===== src/pbc_pkg.sv =====
package pbc_pkg;

  localparam int SAMPLE_W = 16;
  localparam int COUNT_W  = 16;
  localparam int GAIN_W   = 32;
  localparam int LIM_W    = 15;
  localparam int DWELL_W  = 16;
  localparam int DRV_W    = 16;
  localparam int MODE_W   = 2;

  localparam int NUM_REGS = 8;
  localparam int REG_IDX_W = $clog2(NUM_REGS);
  localparam int ADDR_W   = REG_IDX_W + 2;
  localparam int APB_W    = 32;

  localparam logic [REG_IDX_W-1:0] REG_GAIN_ARM       = 3'd0;
  localparam logic [REG_IDX_W-1:0] REG_GAIN_PENDULUM  = 3'd1;
  localparam logic [REG_IDX_W-1:0] REG_GAIN_ARM_RATE  = 3'd2;
  localparam logic [REG_IDX_W-1:0] REG_GAIN_PEND_RATE = 3'd3;
  localparam logic [REG_IDX_W-1:0] REG_ENGAGE_ANGLE   = 3'd4;
  localparam logic [REG_IDX_W-1:0] REG_PENDULUM_LIMIT = 3'd5;
  localparam logic [REG_IDX_W-1:0] REG_ARM_LIMIT      = 3'd6;
  localparam logic [REG_IDX_W-1:0] REG_DWELL_TICKS    = 3'd7;

  localparam logic signed [GAIN_W-1:0] RST_GAIN_ARM       = -32'sd65536;
  localparam logic signed [GAIN_W-1:0] RST_GAIN_PENDULUM  = 32'sd5387046;
  localparam logic signed [GAIN_W-1:0] RST_GAIN_ARM_RATE  = -32'sd144036332;
  localparam logic signed [GAIN_W-1:0] RST_GAIN_PEND_RATE = 32'sd1021143;
  localparam logic [LIM_W-1:0]   RST_ENGAGE_ANGLE   = 15'd410;
  localparam logic [LIM_W-1:0]   RST_PENDULUM_LIMIT = 15'd1430;
  localparam logic [LIM_W-1:0]   RST_ARM_LIMIT      = 15'd6434;
  localparam logic [DWELL_W-1:0] RST_DWELL_TICKS    = 16'd400;

  localparam logic [MODE_W-1:0] MODE_PASSIVE   = 2'd0;
  localparam logic [MODE_W-1:0] MODE_SWITCHING = 2'd1;
  localparam logic [MODE_W-1:0] MODE_ACTIVE    = 2'd2;

  localparam int OPND_W  = SAMPLE_W + 1;
  localparam int PROD_W  = OPND_W + GAIN_W;
  localparam int SUM_W   = PROD_W + 2;
  localparam int SHIFT   = 20;
  localparam int RES_W   = SUM_W - SHIFT;
  localparam int MAG_W   = (OPND_W > LIM_W) ? OPND_W : LIM_W;
  localparam int CMP_W   = (COUNT_W > DWELL_W) ? COUNT_W : DWELL_W;

  localparam int IN_BITS    = 3 * SAMPLE_W + 3;
  localparam int IN_TDATA_W = ((IN_BITS + 7) / 8) * 8;
  localparam int OUT_BITS    = DRV_W + 3 + MODE_W;
  localparam int OUT_TDATA_W = ((OUT_BITS + 7) / 8) * 8;

  typedef struct packed {
    logic signed [GAIN_W-1:0] gain_arm;
    logic signed [GAIN_W-1:0] gain_pendulum;
    logic signed [GAIN_W-1:0] gain_arm_rate;
    logic signed [GAIN_W-1:0] gain_pendulum_rate;
    logic [LIM_W-1:0]         engage_angle;
    logic [LIM_W-1:0]         pendulum_limit;
    logic [LIM_W-1:0]         arm_limit;
    logic [DWELL_W-1:0]       dwell_ticks;
  } cfg_t;

  typedef struct packed {
    logic                     valid;
    logic                     active;
    logic                     calibrate_request;
    logic                     release_motor;
    logic [MODE_W-1:0]        mode;
    logic signed [PROD_W-1:0] p_arm;
    logic signed [PROD_W-1:0] p_pendulum;
    logic signed [PROD_W-1:0] p_arm_rate;
    logic signed [PROD_W-1:0] p_pendulum_rate;
  } stage_t;

endpackage


===== src/pbc_regs.sv =====
module pbc_regs
  import pbc_pkg::*;
(
  input  logic              clk,
  input  logic              rst,
  input  logic              psel,
  input  logic              penable,
  input  logic              pwrite,
  input  logic [ADDR_W-1:0] paddr,
  input  logic [APB_W-1:0]  pwdata,
  output logic [APB_W-1:0]  prdata,
  output logic              pready,
  output cfg_t              cfg
);

  logic                 wr_en;
  logic [REG_IDX_W-1:0] idx;

  assign pready = 1'b1;
  assign wr_en  = psel & penable & pwrite;
  assign idx    = paddr[ADDR_W-1:2];

  always_ff @(posedge clk) begin
    if (rst) begin
      cfg.gain_arm           <= RST_GAIN_ARM;
      cfg.gain_pendulum      <= RST_GAIN_PENDULUM;
      cfg.gain_arm_rate      <= RST_GAIN_ARM_RATE;
      cfg.gain_pendulum_rate <= RST_GAIN_PEND_RATE;
      cfg.engage_angle       <= RST_ENGAGE_ANGLE;
      cfg.pendulum_limit     <= RST_PENDULUM_LIMIT;
      cfg.arm_limit          <= RST_ARM_LIMIT;
      cfg.dwell_ticks        <= RST_DWELL_TICKS;
    end else if (wr_en) begin
      unique case (idx)
        REG_GAIN_ARM:       cfg.gain_arm           <= pwdata[GAIN_W-1:0];
        REG_GAIN_PENDULUM:  cfg.gain_pendulum      <= pwdata[GAIN_W-1:0];
        REG_GAIN_ARM_RATE:  cfg.gain_arm_rate      <= pwdata[GAIN_W-1:0];
        REG_GAIN_PEND_RATE: cfg.gain_pendulum_rate <= pwdata[GAIN_W-1:0];
        REG_ENGAGE_ANGLE:   cfg.engage_angle       <= pwdata[LIM_W-1:0];
        REG_PENDULUM_LIMIT: cfg.pendulum_limit     <= pwdata[LIM_W-1:0];
        REG_ARM_LIMIT:      cfg.arm_limit          <= pwdata[LIM_W-1:0];
        REG_DWELL_TICKS:    cfg.dwell_ticks        <= pwdata[DWELL_W-1:0];
        default: ;
      endcase
    end
  end

  always_comb begin
    unique case (idx)
      REG_GAIN_ARM:       prdata = APB_W'(cfg.gain_arm);
      REG_GAIN_PENDULUM:  prdata = APB_W'(cfg.gain_pendulum);
      REG_GAIN_ARM_RATE:  prdata = APB_W'(cfg.gain_arm_rate);
      REG_GAIN_PEND_RATE: prdata = APB_W'(cfg.gain_pendulum_rate);
      REG_ENGAGE_ANGLE:   prdata = {{(APB_W-LIM_W){1'b0}}, cfg.engage_angle};
      REG_PENDULUM_LIMIT: prdata = {{(APB_W-LIM_W){1'b0}}, cfg.pendulum_limit};
      REG_ARM_LIMIT:      prdata = {{(APB_W-LIM_W){1'b0}}, cfg.arm_limit};
      REG_DWELL_TICKS:    prdata = {{(APB_W-DWELL_W){1'b0}}, cfg.dwell_ticks};
      default:            prdata = '0;
    endcase
  end

endmodule


===== config.mk =====
export PLATFORM = sky130hd
export DESIGN_NAME = pbc_regs
export DESIGN_NICKNAME = d
export VERILOG_FILES = /design/src/pbc_pkg.sv /design/src/pbc_regs.sv
export SDC_FILE = /design/constraint.sdc
export NUM_CORES = 1
export LEC_CHECK = 0
export BUFFER_PORTS_ARGS = -buffer_cell sky130_fd_sc_hd__buf_2
export CAP_MARGIN = 40
export CORE_UTILIZATION = 30
export CTS_CLUSTER_DIAMETER = 100
export DETAILED_ROUTE_END_ITERATION = 8
export GPL_TIMING_DRIVEN = 0
export SLEW_MARGIN = 30
export SYNTH_ARGS = -nofsm -noshare
export SYNTH_HDL_FRONTEND = slang
export SYNTH_SLANG_ARGS = --single-unit

===== constraint.sdc =====
create_clock -name clk -period 2.3 [get_ports clk]
set_input_delay 0.46 -clock clk [delete_from_list [all_inputs] [get_ports clk]]
set_output_delay 0.46 -clock clk [all_outputs]
set_load 0.01 [all_outputs]

==> impl_metrics.tcl, run 1 <==
set metrics [dict create \
    status "complete, no violations" \
    drc 0 \
    cts_made_buffers 17 \
    largest_reg_flops 189 \
    dpl_worst_slack_ns -0.4642 \
    synthCells 1033 \
    final_util 0.4060 \
    crit_buf_inv 1 \
    fin_nets 1342 \
    r2r_setup_slack_ns 1.46 \
    post_drt_wl_per_cell_um 20.65 \
    slew-limit-headroom 0.5223 \
    drtAntennaViolNets 0 \
    h-tree-depth 4 \
    rows 61 \
    clk_latency_ns 0.44 \
    n_antenna_cell 0 \
    grt_pass1_wl_um 50200 \
    fin_crit_ns 2.287 \
    fmax_mhz 437.2 \
    drv_cap 0 \
    min_path_type "in2reg" \
    slowest_delay_ns 0.34 \
    setup_viol 0 \
    hold_viol 0 \
    critPathKind "reg2out" \
    avgSynthCellArea_um2 8.173 \
    core_um2 27710 \
    design_area_um2 11250 \
    syn_nets 1075 \
    drive_gt1_frac 0.3397 \
    grt_overflow 0 \
    cts_sinks 189 \
    final_cell_mix "369 x nand2_1, 285 x buf_2, 181 x dfxtp_1" \
    areaGrowthSynthToFinish_pct 33.21 \
    dieArea_um2 28820 \
    start_util 0.3047 \
    layout_setup_ws_ns 0.01282 \
    ys_seq_area_frac 0.4481 \
    antenna_found_initial 0 \
    grt_usage 0.2397 \
    path_cells "mux2_2 -> a22o_1 -> a221oi_2 -> nor2_2 -> buf_2" \
    p_sw_mw 2.001 \
    grt_max_degree 21 \
    post-route-period-util 0.9944 \
    largestRegisters "cfg: 189 flops" \
    vias 8368 \
    power_density_nw_per_um2 628.8 \
    rsz0062_at_grt "yes" \
    die_x_um 169.8 \
    place.detailed.hpwl_um 26430 \
    crit_fanout 3 \
    synth_seq_cells 189 \
    vias_per_cell 4.949 \
    dr.pass1.iters 5 \
    postCtsHoldBufs 0 \
    endpoint_kind "primary output" \
    synth.cell_area_um2 8443 \
    clock_skew_ns 0 \
    cts_tree "built" \
    ys_warn_count 0 \
    maxSlewViolCount 0 \
    switching_share 0.2829 \
    placedCellCount 1654 \
    start_kind "register" \
    place_area_um2 10130 \
    holdWs_ns 0.2694 \
    cp_top_family "compound AO/OA/AOI/OAI gates" \
    combPwrFrac 0.106 \
    worst_pin_slew_ns 0.7166 \
    grt_pass1_vias 7779 \
    clk_pin_slew_ns 0.09 \
    instances_no_fill 1691 \
    critPathArrivalTime_ns 1.83 \
    p_leak_nw 4.849 \
    wirelength_um 34920 \
    largest_register "cfg" \
    p_int_mw 5.072 \
    root_buffer "clkbuf_16" \
    die_height_um 169.8 \
    clock_path_buffers 2 \
    power_frac_seq 0.471 \
    layout_commonest_cell "nand2_1" \
    synth.distinct_cells 30 \
    portBuffers 243 \
    drt_iter0_drc 766 \
    ir_worst_vdd_v 0.0003818 \
    worstPathRequired_ns 1.84 \
    ios 264 \
    slowest_stage "dfxtp_1" \
    p_clk_frac 0.423 \
    place_congestion 0.8850 \
]
## cell usage after synthesis
cell / instances / share of area
mux2i_1: 16 / 0.019
o22a_1: 1 / 0.0010
buf_6: 10 / 0.013
a211o_1: 8 / 0.0083
nand4_4: 1 / 0.0025
nand4_1: 1 / 0.00074
mux2_2: 13 / 0.017
or3_1: 3 / 0.0022
nand2_1: 369 / 0.16
nor2b_1: 18 / 0.013
inv_1: 13 / 0.0058
nor2_2: 2 / 0.0015
or2_1: 3 / 0.0022
mux4_2: 18 / 0.048
a22o_1: 13 / 0.013
dfxtp_1: 189 / 0.45
nand3b_1: 69 / 0.061
a221oi_1: 26 / 0.027
or2_2: 3 / 0.0022
conb_1: 1 / 0.00044
buf_2: 52 / 0.031
buf_1: 1 / 0.00044
buf_4: 10 / 0.0089
nand2b_1: 2 / 0.0015
nor2_1: 42 / 0.019
nor3_2: 2 / 0.0024
o31ai_1: 1 / 0.00089
clkbuf_1: 29 / 0.013
a21oi_1: 116 / 0.069
nand4b_4: 1 / 0.0028
## path summary, 6_finish.rpt
path         startpoint   endpoint  cells past startpoint
max              cfg[2]  prdata[2]                      5
min          pwdata[25]   cfg[118]                      3
min reg2reg     cfg[70]    cfg[70]                      2
max reg2reg    cfg[102]   cfg[102]                      3
## power by group through the flow
stage               combinational, mW  clock, mW  sequential [mW]
finish                          0.751       2.99             3.33
global route                    0.801       3.16             3.33
floorplan                       0.365          0             3.41
global placement                0.656          0             3.40
detailed placement              0.658          0             3.41
CTS                             0.712       3.02             3.33
## kinds of logic after synthesis
logic type / Yosys count / share of synthesized area
mux: 47 / 0.08432
other cells: 1 / 0.0004441
flops: 189 / 0.4481
buf+inv: 115 / 0.07217
simple gates: 516 / 0.2755
compound gates: 165 / 0.1194
## per-layer routing
metal  routed length [um]  GRT usage  vias to the layer above
li1                     -          -                     3962
met1                14790     0.3088                     3971
met2                15990     0.3893                      371
met3                 2939    0.05247                       64
met4                 1200    0.09166                        0
met5                    0          0                        -
## timing repair
| action | 4_1_cts | 5_1_grt |
|---|---|---|
| cloned | 0 | 1 |
| setup buffers | 1 | 5 |
| pin swaps | 4 | 12 |
| gates resized for setup | 60 | 43 |
| setup endpoints to repair | 28 | 17 |
## layout make-up
type | instances | area (um2)
Multi-Input combinational cell | 729 | 4365
Timing Repair Buffer | 250 | 1301
Clock inverter | 14 | 165.2
Inverter | 13 | 48.80
Buffer | 100 | 670.6
Tap cell | 378 | 473.0
Fill cell | 2863 | 16460
Clock buffer | 18 | 429.2
Sequential cell | 189 | 3794
## metrics by stage
stage | TNS (ns) | total power, mW
after global routing | -0.2059 | 7.291
after floorplan | 0 | 3.778
final | 0 | 7.073
after CTS | -0.03618 | 7.060
after detailed placement | -8.767 | 4.064
after global placement | -8.409 | 4.061
## worst reg2reg max path: stages (launching register included)
cell and delay [ns]:
dfxtp_1 0.34, inv_1 0.09, nor2_1 0.05, a211o_1 0.26
(Power assumes the default switching activity.)
==> run 2, diff against run 1 <==
- CTS_BUF_LIST: not set -> sky130_fd_sc_hd__clkbuf_16
==> impl_metrics.tcl, run 2 (synthesis gave the netlist of run 1 again) <==
set metrics [dict create \
    status "complete, no violations" \
    p_total_mw 7.069 \
    endpoint_kind "primary output" \
    dpl_worst_slack_ns -0.4642 \
    post_drt_wl_per_cell_um 20.67 \
    grt_pass1_wl_um 50200 \
    fin_nets 1342 \
    antenna_found_initial 0 \
    grt_overflow 0 \
    cts_made_buffers 17 \
    start_kind "register" \
    dieArea_um2 28820 \
    cts_tree "built" \
    drc 0 \
    clk_latency_ns 0.44 \
    drt_iter0_drc 774 \
    rsz0062_at_grt "yes" \
    critPathKind "reg2out" \
    placedCellCount 1654 \
    clock_skew_ns 0 \
    power_frac_seq 0.471 \
    vias_per_cell 4.962 \
    drive_gt1_frac 0.3397 \
    worst_pin_slew_ns 0.7202 \
    areaGrowthSynthToFinish_pct 33.21 \
    vias 8391 \
    worstPathRequired_ns 1.84 \
    ir_worst_vdd_v 0.0003787 \
    maxSlewViolCount 0 \
    combPwrFrac 0.106 \
    holdWs_ns 0.2679 \
    largestRegisters "cfg: 189 flops" \
    critPathArrivalTime_ns 1.83 \
    layout_setup_ws_ns 0.01060 \
    grt_usage 0.2397 \
    cts_sinks 189 \
    slew-limit-headroom 0.5199 \
    rows 61 \
    clk_pin_slew_ns 0.09 \
    fin_crit_ns 2.289 \
    ios 264 \
    crit_fanout 3 \
    drv_cap 0 \
    n_antenna_cell 0 \
    p_int_mw 5.067 \
    hold_viol 0 \
    grt_pass1_vias 7779 \
    root_buffer "clkbuf_16" \
    power_density_nw_per_um2 628.5 \
    place_congestion 0.8850 \
    wirelength_um 34950 \
    switching_share 0.2831 \
    place.detailed.hpwl_um 26430 \
    grt_max_degree 21 \
    instances_no_fill 1691 \
    largest_register "cfg" \
    h-tree-depth 4 \
    drtAntennaViolNets 0 \
    p_sw_mw 2.001 \
    setup_viol 0 \
    layout_commonest_cell "nand2_1" \
    die_x_um 169.8 \
    postCtsHoldBufs 0 \
    post-route-period-util 0.9954 \
    fmax_mhz 436.8 \
    clock_path_buffers 2 \
    core_um2 27710 \
    min_path_type "in2reg" \
    dr.pass1.iters 5 \
    final_cell_mix "369 x nand2_1, 285 x buf_2, 181 x dfxtp_1" \
    die_height_um 169.8 \
    p_clk_frac 0.422 \
    largest_reg_flops 189 \
    start_util 0.3047 \
    portBuffers 243 \
    p_leak_nw 4.853 \
]
## run 2: cell types whose count changed in the layout (fill, tap and decap cells not counted)
cell / change
clkbuf_1: -1
inv_1: +1
## run 2: stage by stage
step                utilization  cell area (um2)  setup TNS [ns]
floorplan                     -             8443               0
global placement         0.3657            10130          -8.409
detailed placement       0.3657            10130          -8.767
CTS                      0.3968            10990        -0.03618
global route             0.4060            11250         -0.2059
finish                   0.4060            11250               0
## run 2: layout make-up
type | instances | area (um2)
buffer | 100 | 670.6
clock buffer | 17 | 425.4
clock inverter | 15 | 168.9
fill | 2863 | 16460
inverter | 13 | 48.80
multi-input combinational | 729 | 4365
sequential | 189 | 3794
tap | 378 | 473.0
timing repair buffer | 250 | 1301
## run 2: worst max-delay path, cell delays in order, from the launching register on
cell      delay [ns]
dfxtp_1         0.34
mux2_2          0.30
a22o_1          0.22
a221oi_2        0.28
nor2_2          0.09
buf_2           0.15
## run 2: final timing paths
kind	startpoint	endpoint	slack [ns]	cells after the start
max	cfg[2]	prdata[2]	0.01	5
min	pwdata[25]	cfg[118]	0.27	3
max reg2reg	cfg[102]	cfg[102]	1.46	3
min reg2reg	cfg[70]	cfg[70]	0.47	2
## run 2: repair_timing
| item | 4_1_cts | 5_1_grt |
|---|---|---|
| setup buffers | 1 | 5 |
| resized for setup | 60 | 43 |
| gates cloned | 0 | 1 |
| endpoints found under the setup margin | 28 | 17 |
| pin swaps | 4 | 12 |
## run 2: power by group through the flow
stage | Combinational [mW] | Sequential (mW) | Clock (mW)
after floorplan | 0.365 | 3.41 | 0
after global placement | 0.656 | 3.40 | 0
after detailed placement | 0.658 | 3.41 | 0
after CTS | 0.712 | 3.33 | 3.01
after global routing | 0.801 | 3.33 | 3.15
final | 0.752 | 3.33 | 2.99
## run 2: metal layers
metal / vias up / routed length (um) / track usage / share of wire
met5: - / 0 / 0 / 0
met4: 0 / 1173 / 0.09166 / 0.034
met3: 62 / 2651 / 0.05247 / 0.076
met2: 359 / 16000 / 0.3893 / 0.46
met1: 4009 / 15120 / 0.3088 / 0.43
li1: 3961 / - / - / -
