File: config.mk
export PLATFORM = sky130hd
export DESIGN_NAME = pbc_drive
export DESIGN_NICKNAME = d
export VERILOG_FILES = /design/src/pbc_pkg.sv /design/src/pbc_drive.sv
export SDC_FILE = /design/constraint.sdc
export NUM_CORES = 1
export LEC_CHECK = 0
export BUFFER_PORTS_ARGS = -buffer_cell sky130_fd_sc_hd__buf_2
export CORE_ASPECT_RATIO = 1.1
export CORE_MARGIN = 2
export CORE_UTILIZATION = 54
export CTS_CLUSTER_DIAMETER = 30
export DETAILED_ROUTE_END_ITERATION = 7
export PLACE_DENSITY_LB_ADDON = 0.08
export RECOVER_POWER = 100
export SLEW_MARGIN = 10
export SYNTH_ARGS = -nofsm -noshare
export SYNTH_HDL_FRONTEND = slang
export SYNTH_SLANG_ARGS = --single-unit
File: constraint.sdc
create_clock -name clk -period 5.3 [get_ports clk]
set_input_delay 0.265 -clock clk [delete_from_list [all_inputs] [get_ports clk]]
set_output_delay 0.265 -clock clk [all_outputs]
set_load 0.05 [all_outputs]
File: src/pbc_pkg.sv
package pbc_pkg;

  localparam int SAMPLE_W = 16;
  localparam int COUNT_W  = 16;
  localparam int GAIN_W   = 32;
  localparam int LIM_W    = 15;
  localparam int DWELL_W  = 16;
  localparam int DRV_W    = 16;
  localparam int MODE_W   = 2;

  localparam int NUM_REGS = 8;
  localparam int REG_IDX_W = $clog2(NUM_REGS);
  localparam int ADDR_W   = REG_IDX_W + 2;
  localparam int APB_W    = 32;

  localparam logic [REG_IDX_W-1:0] REG_GAIN_ARM       = 3'd0;
  localparam logic [REG_IDX_W-1:0] REG_GAIN_PENDULUM  = 3'd1;
  localparam logic [REG_IDX_W-1:0] REG_GAIN_ARM_RATE  = 3'd2;
  localparam logic [REG_IDX_W-1:0] REG_GAIN_PEND_RATE = 3'd3;
  localparam logic [REG_IDX_W-1:0] REG_ENGAGE_ANGLE   = 3'd4;
  localparam logic [REG_IDX_W-1:0] REG_PENDULUM_LIMIT = 3'd5;
  localparam logic [REG_IDX_W-1:0] REG_ARM_LIMIT      = 3'd6;
  localparam logic [REG_IDX_W-1:0] REG_DWELL_TICKS    = 3'd7;

  localparam logic signed [GAIN_W-1:0] RST_GAIN_ARM       = -32'sd65536;
  localparam logic signed [GAIN_W-1:0] RST_GAIN_PENDULUM  = 32'sd5387046;
  localparam logic signed [GAIN_W-1:0] RST_GAIN_ARM_RATE  = -32'sd144036332;
  localparam logic signed [GAIN_W-1:0] RST_GAIN_PEND_RATE = 32'sd1021143;
  localparam logic [LIM_W-1:0]   RST_ENGAGE_ANGLE   = 15'd410;
  localparam logic [LIM_W-1:0]   RST_PENDULUM_LIMIT = 15'd1430;
  localparam logic [LIM_W-1:0]   RST_ARM_LIMIT      = 15'd6434;
  localparam logic [DWELL_W-1:0] RST_DWELL_TICKS    = 16'd400;

  localparam logic [MODE_W-1:0] MODE_PASSIVE   = 2'd0;
  localparam logic [MODE_W-1:0] MODE_SWITCHING = 2'd1;
  localparam logic [MODE_W-1:0] MODE_ACTIVE    = 2'd2;

  localparam int OPND_W  = SAMPLE_W + 1;
  localparam int PROD_W  = OPND_W + GAIN_W;
  localparam int SUM_W   = PROD_W + 2;
  localparam int SHIFT   = 20;
  localparam int RES_W   = SUM_W - SHIFT;
  localparam int MAG_W   = (OPND_W > LIM_W) ? OPND_W : LIM_W;
  localparam int CMP_W   = (COUNT_W > DWELL_W) ? COUNT_W : DWELL_W;

  localparam int IN_BITS    = 3 * SAMPLE_W + 3;
  localparam int IN_TDATA_W = ((IN_BITS + 7) / 8) * 8;
  localparam int OUT_BITS    = DRV_W + 3 + MODE_W;
  localparam int OUT_TDATA_W = ((OUT_BITS + 7) / 8) * 8;

  typedef struct packed {
    logic signed [GAIN_W-1:0] gain_arm;
    logic signed [GAIN_W-1:0] gain_pendulum;
    logic signed [GAIN_W-1:0] gain_arm_rate;
    logic signed [GAIN_W-1:0] gain_pendulum_rate;
    logic [LIM_W-1:0]         engage_angle;
    logic [LIM_W-1:0]         pendulum_limit;
    logic [LIM_W-1:0]         arm_limit;
    logic [DWELL_W-1:0]       dwell_ticks;
  } cfg_t;

  typedef struct packed {
    logic                     valid;
    logic                     active;
    logic                     calibrate_request;
    logic                     release_motor;
    logic [MODE_W-1:0]        mode;
    logic signed [PROD_W-1:0] p_arm;
    logic signed [PROD_W-1:0] p_pendulum;
    logic signed [PROD_W-1:0] p_arm_rate;
    logic signed [PROD_W-1:0] p_pendulum_rate;
  } stage_t;

endpackage

File: src/pbc_drive.sv
module pbc_drive
  import pbc_pkg::*;
(
  input  logic                   clk,
  input  logic                   rst,
  input  logic                   adv,
  input  stage_t                 stage,
  output logic                   m_tvalid,
  output logic [OUT_TDATA_W-1:0] m_tdata
);

  localparam logic signed [SUM_W-1:0] ROUND_BIAS = SUM_W'(1) <<< (SHIFT - 1);

  logic signed [SUM_W-1:0] sum;
  logic signed [SUM_W-1:0] sum_sh;
  logic [RES_W-1:0]        res;
  logic [RES_W-DRV_W:0]    res_hi;
  logic [DRV_W-1:0]        sat;
  logic [DRV_W-1:0]        drive;

  assign sum = SUM_W'($signed(stage.p_arm)) + SUM_W'($signed(stage.p_pendulum))
             + SUM_W'($signed(stage.p_arm_rate)) + SUM_W'($signed(stage.p_pendulum_rate))
             + ROUND_BIAS;
  assign sum_sh = sum >>> SHIFT;
  assign res    = sum_sh[RES_W-1:0];
  assign res_hi = res[RES_W-1:DRV_W-1];

  always_comb begin
    priority if (res_hi == '0 || res_hi == '1) begin
      sat = res[DRV_W-1:0];
    end else if (res[RES_W-1]) begin
      sat = {1'b1, {(DRV_W-1){1'b0}}};
    end else begin
      sat = {1'b0, {(DRV_W-1){1'b1}}};
    end
  end

  assign drive = stage.active ? sat : '0;

  always_ff @(posedge clk) begin
    if (rst) begin
      m_tvalid <= 1'b0;
    end else if (adv) begin
      m_tvalid <= stage.valid;
    end
  end

  always_ff @(posedge clk) begin
    if (adv) begin
      m_tdata <= OUT_TDATA_W'({stage.mode, stage.release_motor,
                               stage.calibrate_request, stage.active, drive});
    end
  end

endmodule

==> results.ini, run 1 <==
[place]
portBuffers=226
post-dp-hpwl_um=15450
postPlaceCellArea_mm2=0.008676
gp_congestion=0.9342
pre_cts_ws_ps=58.57

[final_layout]
n_antenna_cell=0
fillers=1302
syn2layout_area_growth_pct=17.25
layout-drive-gt1-share_pct=22.26
num-nets-final=1495
fin_area_mm2=0.008743
regArea_um2=650.6
multiInputGateArea_mm2=0.005732

[pwr]
peakVddDrop_uv=155.3
leakagePower_uw=0.004693
power_uw=3505
powerDensity_mw_per_mm2=400.9

[logic_synthesis]
synth_top_area_cell=fa_1
syn_inst=880
async_flop_share_pct=0
yosys_most_used_dff=edfxtp_1
synth_edf_count=21
synth_area_leaders=fa_1 (26%), ha_1 (16%), inv_1 (11%), edfxtp_1 (8.5%), a21oi_1 (4.2%)
synth_top_area_share_pct=26.31
ys_types=81
ys_warn_count=0
syn_area_mm2=0.007457
synth_seq_area_share_pct=8.725
postSynthAreaPerCell_um2=8.474
ys_ff_latch=22

[clocking]
cts.sinks=22
cts_tree=done
post-cts-setup-buffers=0
ctsHtreeMaxLevel=1
cts_made_buffers=3
clock_path_buffers=2
cts_hold_buffers=0
cts-root-buf=clkbuf_16
clk_pin_slew_ps=60
clk-insertion-delay-late_ps=250
ctsResizeCount=0

[sta]
finalWorstSetupSlack_ps=329.7
setup_viol=0
final_max_slew_viol_count=0
clock_skew_ps=0
hold_viol=0
period_minus_slack_ps=4970
finalCritPeriodShare_pct=93.78
max_freq_mhz=201.2
fin_setup_tns_ps=0
worst_pin_slew_ps=1113
slew_headroom_pct=25.80
rsz0062_at_grt=no

[setup_path]
path_common_cell=fa_1
crit_required_ps=5310
crit_fanout=15
crit_chain=buf_2 -> inv_1 -> fa_1 -> inv_1 -> fa_1 -> fa_1 -> ha_1 -> a21oi_1 -> nand3_1 -> o21ai_1 -> o21ai_2 -> a21oi_1 -> a22oi_1 -> a221oi_1 -> nand4_2 -> nor4_4 -> nor2_2 -> a31o_2
worstSetupStartpointType=primary input
crit_slowest_cell=fa_1
slowest_delay_ps=530
arrival_ps=4980
end_kind=register
worstSetupPathType=in2reg

[floorplan]
fp.dieW_um=116.0
top_level_ports=230
die-area_mm2=0.01477
rows=45
core_mm2=0.01363
start_util_pct=54.73
die_h_um=127.3

[routing]
routed_via_density=5.309
ant_nets=0
drt_iter0_drc=305
routedWlPerCell_um=13.46
routed_wl_um=17280
first_pass_iters=5
route.vias.total=6817
drc=0

[global_route]
grt.overflow.total=0
antenna_found_initial=0
grt_pass1_wl_um=29330
track_usage_pct=23.76
grt_pass1_vias=6742
met2_usage_pct=42.79
top_usage_layer=met2
grt_max_degree=23
use_met1_pct=31.51
met3_usage_pct=1.755

[job]
cap_violations=0

[run_status]
status=complete, no violations

[worst_hold_path]
hp-class=in2reg

cell usage after synthesis (5+ instances only):
cell type,count
nand2_1,55
nor2_1,36
edfxtp_1,21
inv_1,227
a21oi_1,63
fa_1,98
a211oi_1,7
a21o_1,7
nand4_1,23
or3_1,5
xor2_1,11
buf_4,7
nand3_1,12
a31o_1,12
xnor2_1,13
buf_2,5
o21a_1,8
o21ai_0,43
buf_6,6
nor3_1,15
o211ai_1,9
ha_1,95
cell type report:
class / instances / area share, %
Sequential cell: 22 / 7.441
Multi-Input combinational cell: 608 / 65.56
Timing Repair Buffer: 235 / 13.37
Tap cell: 188 / 2.690
Inverter: 227 / 9.745
Clock buffer: 3 / 0.8586
Clock inverter: 1 / 0.3434
power breakdown:
group | switching (uW) | total [uW] | internal (uW)
Clock | 57.8 | 208 | 150
Sequential | 12.2 | 274 | 262
Combinational | 1900 | 3020 | 1120
Total | 1970 | 3510 | 1530
registers in the layout (all words and copies together) (netlist names):
register,cells
m_tdata,21
m_tvalid,1
per-layer routing:
metal  share of wire [%]  wire length [um]
met3                 5.4               935
met5                   0                 0
met1                  44              7637
met4                 1.5               261
met2                  49              8447
worst max-delay path: cells and delay by family:
kind                       cells  cell delay [ps]
AOI/OAI and AO/OA              7             1940
buffers and inverters          3              160
and+or+nand+nor                4              850
adders and majority gates      4             1740
kinds of logic after synthesis:
group	Yosys count	share of synthesized area (%)
buffers and inverters	252	14.41
AO/OA/AOI/OAI	209	19.16
flip-flops	22	8.725
adder cells (fa/ha/maj)	193	42.25
AND/OR/NAND/NOR	176	12.15
multiplexers	3	0.4362
XOR/XNOR	24	2.819
other	1	0.05029
final timing paths:
check | to | start | cells past startpoint | slack, ps
worst min register to register | m_tvalid$_SDFFE_PP0P_ | m_tvalid$_SDFFE_PP0P_ | 2 | 510
worst max register to register | m_tvalid$_SDFFE_PP0P_ | m_tvalid$_SDFFE_PP0P_ | 2 | 4700
worst max-delay path | m_tdata[7]$_SDFFCE_PN0P_ | stage[18] | 18 | 330
worst min-delay path | m_tvalid$_SDFFE_PP0P_ | rst | 2 | 160
cell usage in the layout, fill, tap and decap left out, drive strengths merged, types with 10 or more instances in the layout:
cell	Yosys	routed
o21ai	50	50
o211ai	10	10
a21oi	65	65
nand2	55	55
nor3	16	16
edfxtp	21	21
xor2	11	11
a31o	16	16
fa	98	98
xnor2	13	13
clkbuf	6	27
buf	19	211
inv	227	227
nand4	25	25
nand3	12	12
nor2	38	38
ha	95	95
through the flow:
stage,hold WS [ps],utilization [%],cells
floorplan,337.4,-,882
global placement,428.2,63.67,1280
detailed placement,429.6,63.67,1280
CTS,163.0,64.44,1284
global route,164.3,64.17,1284
finish,162.9,64.17,1284
Power figures use the tool's default switching activity.
==> inputs of run 2 (changes only) <==
Settings changed: CORE_UTILIZATION 54 to 45, SLEW_MARGIN 10 to 20.
==> run 2 against run 1 <==
  * Largest power group unchanged
  * Non-clock buffer count increased by 6
  * Setup slack better by 31 ps
  * Sequential power about the same
==> results.ini, run 2 (synthesis gave the netlist of run 1 again) <==
[setup_path]
cp_top_family=compound AO/OA/AOI/OAI gates
crit_buf_inv=3  ; unchanged
slowest_delay_ps=520  ; about the same
worstSetupPathType=in2reg
r2r-start=m_tvalid$_SDFFE_PP0P_
crit_chain=buf_2 -> inv_1 -> fa_1 -> inv_1 -> fa_1 -> ha_1 -> ha_1 -> a21oi_1 -> o21ai_0 -> a211oi_1 -> o21ai_2 -> a31o_2 -> a2111oi_0 -> a311o_1 -> nand4_2 -> nor4_4 -> nor2_2 -> a31o_2
crit_end=m_tdata[9]$_SDFFCE_PN0P_
crit_slowest_cell=fa_1
r2r_cells=2  ; unchanged
crit_required_ps=5310  ; about the same
path_depth=18  ; unchanged
crit_fanout=15  ; unchanged
reg2reg_slack_ps=4720  ; +20 ps
arrival_ps=4950  ; -30 ps
rr_endpoint=m_tvalid$_SDFFE_PP0P_
worstSetupStartpointType=primary input
end_kind=register
worstSetupStartpoint=stage[12]

[final_layout]
largestRegisters=m_tdata: 21 flops, m_tvalid: 1 flops
final_cell_mix=inv_1 (227), buf_2 (202), fa_1 (98), ha_1 (95), a21oi_1 (62)
largest_reg_flops=21  ; unchanged
fin_area_mm2=0.008803  ; +0.69%
fin_cells=1306  ; +1.7%
syn2layout_area_growth_pct=18.05
n_antenna_cell=0  ; unchanged
regArea_um2=650.6  ; unchanged
fillers=1629  ; +25%
num-nets-final=1501  ; +0.40%
layout-drive-gt1-share_pct=22.78  ; +0.51 points
multiInputGateArea_mm2=0.005743  ; +0.20%
regMostFlops=m_tdata
final_common_cell=inv_1
fin_util_pct=53.98  ; -10 points

[job]
cap_violations=0  ; unchanged

[sta]
hold_viol=0  ; unchanged
setup_viol=0  ; unchanged
slew_headroom_pct=21.53  ; -4.3 points
max_freq_mhz=202.5  ; +0.63%
clock_skew_ps=0  ; unchanged
rsz0062_at_grt=no
worst_pin_slew_ps=1177  ; +63.97 ps
finalCritPeriodShare_pct=93.19  ; -0.59 points
final_max_slew_viol_count=0  ; unchanged
period_minus_slack_ps=4939  ; -31.12 ps
finalHoldWorstSlack_ps=163.3  ; +0.3850 ps

[routing]
drt_iter0_drc=345  ; +13%
routed_via_density=5.148  ; -3.0%
routedWlPerCell_um=13.83  ; +2.7%
ant_nets=0  ; unchanged
route.vias.total=6723  ; -1.4%
drc=0  ; unchanged
routed_wl_um=18060  ; +4.5%
first_pass_iters=5  ; unchanged

[global_route]
grt_max_degree=23  ; unchanged
track_usage_pct=20.54  ; -3.2 points
grt_pass1_vias=6679  ; -0.93%
antenna_found_initial=0  ; unchanged
grt_pass1_wl_um=30680  ; +4.6%
grt.overflow.total=0  ; unchanged

[floorplan]
top_level_ports=230  ; unchanged
die-area_mm2=0.01762  ; +19%
start_util_pct=45.73  ; -9.0 points
die_h_um=139.0  ; +9.2%
rows=49  ; +8.9%
fp.dieW_um=126.7  ; +9.2%
core_mm2=0.01631  ; +20%

[place]
postPlaceCellArea_mm2=0.008741  ; +0.75%
portBuffers=226  ; unchanged
gp_congestion=0.8917  ; -4.5%
post-place-cells=1302  ; +1.7%
post-dp-hpwl_um=16290  ; +5.4%

[clocking]
cts_made_buffers=3  ; unchanged
cts.sinks=22  ; unchanged
ctsHtreeMaxLevel=1  ; unchanged
clk-insertion-delay-late_ps=250  ; about the same
clk_pin_slew_ps=50  ; about the same
clock_path_buffers=2  ; unchanged
cts_tree=done
cts-root-buf=clkbuf_16
post-cts-setup-buffers=0  ; unchanged
cts_hold_buffers=0  ; unchanged

[run_status]
status=complete, no violations

[pwr]
leakagePower_uw=0.004719  ; +0.55%
powerDensity_mw_per_mm2=395.8  ; -1.3%
peakVddDrop_uv=144.9  ; -6.8%

[worst_hold_path]
hp-start=rst
hp-class=in2reg

[run 2: area by class of cell]
type                            instances  area share [%]
Clock buffer                            4           1.009
Inverter                              227           9.679
Timing Repair Buffer                  241           13.79
Multi-Input combinational cell        608           65.24
Sequential cell                        22           7.391
Tap cell                              204           2.899
[run 2: worst min path at each step]
stage | depth (start not counted) | slack, ps | endpoint
after floorplan | 1 | 340 | m_tvalid$_SDFFE_PP0P_
after global placement | 2 | 430 | m_tvalid$_SDFFE_PP0P_
after detailed placement | 2 | 420 | m_tvalid$_SDFFE_PP0P_
after CTS | 2 | 160 | m_tvalid$_SDFFE_PP0P_
after global routing | 2 | 160 | m_tvalid$_SDFFE_PP0P_
final | 2 | 160 | m_tvalid$_SDFFE_PP0P_
[run 2: routing by layer]
layer / up-vias / part of all wire [%] / global-route usage, %
met3: 12 / 4.8 / 1.466
met2: 191 / 48 / 36.44
met5: - / 0 / 0
met4: 0 / 0.56 / 2.082
met1: 3137 / 46 / 28.54
li1: 3383 / - / -
[run 2: timing repair]
| action | 4_1_cts | 5_1_grt |
|---|---|---|
| gates resized for setup | 0 | 1 |
| hold endpoints to repair | 0 | 0 |
| setup endpoints to repair | 0 | 2 |
[run 2: stage by stage]
step	TNS (ps)	power [uW]	setup WS, ps
floorplan	0	2605	685.4
global placement	-114.4	3334	-30.68
detailed placement	0	3308	40.81
CTS	0	3500	286.9
global route	0	3868	1.028
finish	0	3484	360.8
[run 2: worst reg2reg max path, delay by kind of cell, from the launching register on]
family | cells | cell delay (ps)
mux | 1 | 120
simple gates | 1 | 50
flops | 1 | 300
[run 2: power by group]
part / leakage (uW) / internal, uW / switching, uW / total [uW]
registers: 0.000212 / 262 / 13.2 / 275
logic: 0.00446 / 1130 / 1900 / 3040
clock network: 0.0000442 / 115 / 55.0 / 170
total: 0.00472 / 1510 / 1970 / 3480
==> inputs of run 3 (changes only) <==
Settings changed: PLACE_DENSITY set to 0.71, PLACE_DENSITY_LB_ADDON 0.08 to not set.
==> run 3 against run 2 <==
  * Worst hold slack improved by 1.8 ps
  * Sequential power barely moved
  * Clock skew did not move
  * Sequential share of layout area barely moved
  * Non-clock buffer count fell by 4
==> results.ini, run 3 (synthesis gave the netlist of run 1 again) <==
[setup_path]
worstSetupPathType=in2reg
crit_fanout=15  ; unchanged
path_common_cell=fa_1
crit_slowest_cell=fa_1
r2r_cells=2  ; unchanged
slowest_delay_ps=530  ; about the same
arrival_ps=4910  ; -40 ps
end_kind=register
r2r-start=m_tvalid$_SDFFE_PP0P_
rr_endpoint=m_tvalid$_SDFFE_PP0P_
reg2reg_slack_ps=4680  ; -40 ps
crit_required_ps=5310  ; about the same
worstSetupStartpointType=primary input
worstSetupStartpoint=stage[18]
crit_chain=buf_2 -> inv_1 -> fa_1 -> inv_1 -> fa_1 -> fa_1 -> ha_1 -> a21oi_1 -> nand3_1 -> o21ai_1 -> o21ai_4 -> a2111oi_2 -> o32ai_1 -> and4bb_1 -> nand4_2 -> nor4_4 -> nor2_2 -> a31o_2

[routing]
wl_met3_um=906  ; +4.7%
routed_wl_um=18120  ; +0.34%
drt_iter0_drc=321  ; -7.0%
first_pass_iters=5  ; unchanged
routedWlPerCell_um=13.92  ; +0.65%
drc=0  ; unchanged
ant_nets=0  ; unchanged
wl_met1_um=8620  ; +3.5%
dr.max_layer_used=met4
route.vias.total=6718  ; -0.074%
routed_via_density=5.160  ; +0.23%
met2WireLength_um=8329  ; -4.9%

[sta]
clock_skew_ps=0  ; unchanged
finalCritPeriodShare_pct=92.46  ; -0.73 points
hold_viol=0  ; unchanged
slew_headroom_pct=22.99  ; +1.5 points
fin_setup_tns_ps=0  ; unchanged
worst_pin_slew_ps=1155  ; -21.76 ps
finalHoldWorstSlack_ps=165.1  ; +1.762 ps
rsz0062_at_grt=no
period_minus_slack_ps=4901  ; -38.57 ps
final_max_slew_viol_count=0  ; unchanged
setup_viol=0  ; unchanged
max_freq_mhz=204.1  ; +0.79%

[final_layout]
layout-drive-gt1-share_pct=22.40  ; -0.37 points
fin_util_pct=53.88  ; -0.10 points
num-nets-final=1497  ; -0.27%
syn2layout_area_growth_pct=17.84
n_antenna_cell=0  ; unchanged
largest_reg_flops=21  ; unchanged
regMostFlops=m_tdata
final_common_cell=inv_1
fillers=1581  ; -2.9%
final_cell_mix=inv_1 (227), buf_2 (202), fa_1 (98), ha_1 (95), a21oi_1 (62)
largestRegisters=m_tdata: 21 flops, m_tvalid: 1 flops

[global_route]
grt_pass1_vias=6712  ; +0.49%
track_usage_pct=20.73  ; +0.20 points
grt_pass1_wl_um=30770  ; +0.32%
grt_max_degree=23  ; unchanged
antenna_found_initial=0  ; unchanged
grt.overflow.total=0  ; unchanged

[job]
cap_violations=0  ; unchanged

[floorplan]
die-area_mm2=0.01762  ; unchanged
fp.dieW_um=126.7  ; unchanged
start_util_pct=45.73  ; unchanged
core_mm2=0.01631  ; unchanged
die_h_um=139.0  ; unchanged
top_level_ports=230  ; unchanged
rows=49  ; unchanged

[worst_hold_path]
min_to=m_tvalid$_SDFFE_PP0P_
hp-class=in2reg
hp-start=rst
min_path_cells=2  ; unchanged

[pwr]
powerDensity_mw_per_mm2=402.3  ; +1.6%
leakagePower_uw=0.004705  ; -0.30%
peakVddDrop_uv=148.4  ; +2.4%

[clocking]
clk_pin_slew_ps=60  ; about the same
clk-insertion-delay-late_ps=250  ; about the same
cts_made_buffers=3  ; unchanged
ctsHtreeMaxLevel=1  ; unchanged
cts.sinks=22  ; unchanged
cts_tree=done
cts-root-buf=clkbuf_16
post-cts-setup-buffers=0  ; unchanged
clock_path_buffers=2  ; unchanged

[place]
gp_congestion=0.8957  ; +0.45%
portBuffers=226  ; unchanged
post-dp-hpwl_um=16270  ; -0.13%

[run_status]
status=complete, no violations

## run 3: cell count changes in the layout (fill, tap and decap cells not counted)
cell       delta
clkbuf_8      -1
buf_4         -4
nor2_1        +1
bufinv_16     +1
nor2_2        -1
## run 3: routing by layer
layer / track usage, % / vias up
met4: 3.586 / 0
met3: 1.350 / 22
li1: - / 3383
met1: 30.68 / 3110
met2: 34.03 / 203
met5: 0 / -
## run 3: layout make-up
type	count	area (um2)	area share [%]
Multi-Input combinational cell	608	5741	65.33
Sequential cell	22	650.6	7.404
Timing Repair Buffer	237	1184	13.47
Inverter	227	852.1	9.697
Tap cell	204	255.2	2.905
Clock inverter	1	30.03	0.3417
Clock buffer	3	75.07	0.8543
## run 3: critical path, delay by kind of cell
kind	cells	cell delay (ps)
compound gates	6	1600
buf+inv	3	180
fa+ha+maj	4	1760
simple gates	5	1110
## run 3: what timing repair did
| action | in CTS | in global routing |
|---|---|---|
| hold buffers | 0 | 0 |
| gates resized for setup | 0 | 1 |
| endpoints found under the hold margin | 0 | 0 |
| setup endpoints to repair | 0 | 10 |
## run 3: metrics by stage
step,worst slack (ps),instance area [um2],power [uW],cells
6_report,399.4,8787,3535,1302
5_1_grt,24.95,8787,3916,1302
4_1_cts,369.1,8816,3544,1302
3_5_place_dp,112.5,8711,3317,1298
3_3_place_gp,75.11,8711,3321,1298
2_1_floorplan,685.4,7465,2605,882
## run 3: worst max-delay path by stage
stage	end	slack (ps)	cells after the start
3_5_place_dp	m_tdata[10]$_SDFFCE_PN0P_	110	18
6_report	m_tdata[9]$_SDFFCE_PN0P_	400	18
3_3_place_gp	m_tdata[9]$_SDFFCE_PN0P_	80	18
4_1_cts	m_tdata[10]$_SDFFCE_PN0P_	370	18
5_1_grt	m_tdata[10]$_SDFFCE_PN0P_	20	18
2_1_floorplan	m_tdata[0]$_SDFFCE_PN0P_	690	18
## run 3: power breakdown
| part | switching (uW) | internal, uW | total, uW |
|---|---|---|---|
| Combinational | 1940 | 1120 | 3050 |
| Sequential | 14.5 | 262 | 277 |
| Clock | 55.1 | 150 | 205 |
| Total | 2000 | 1530 | 3530 |
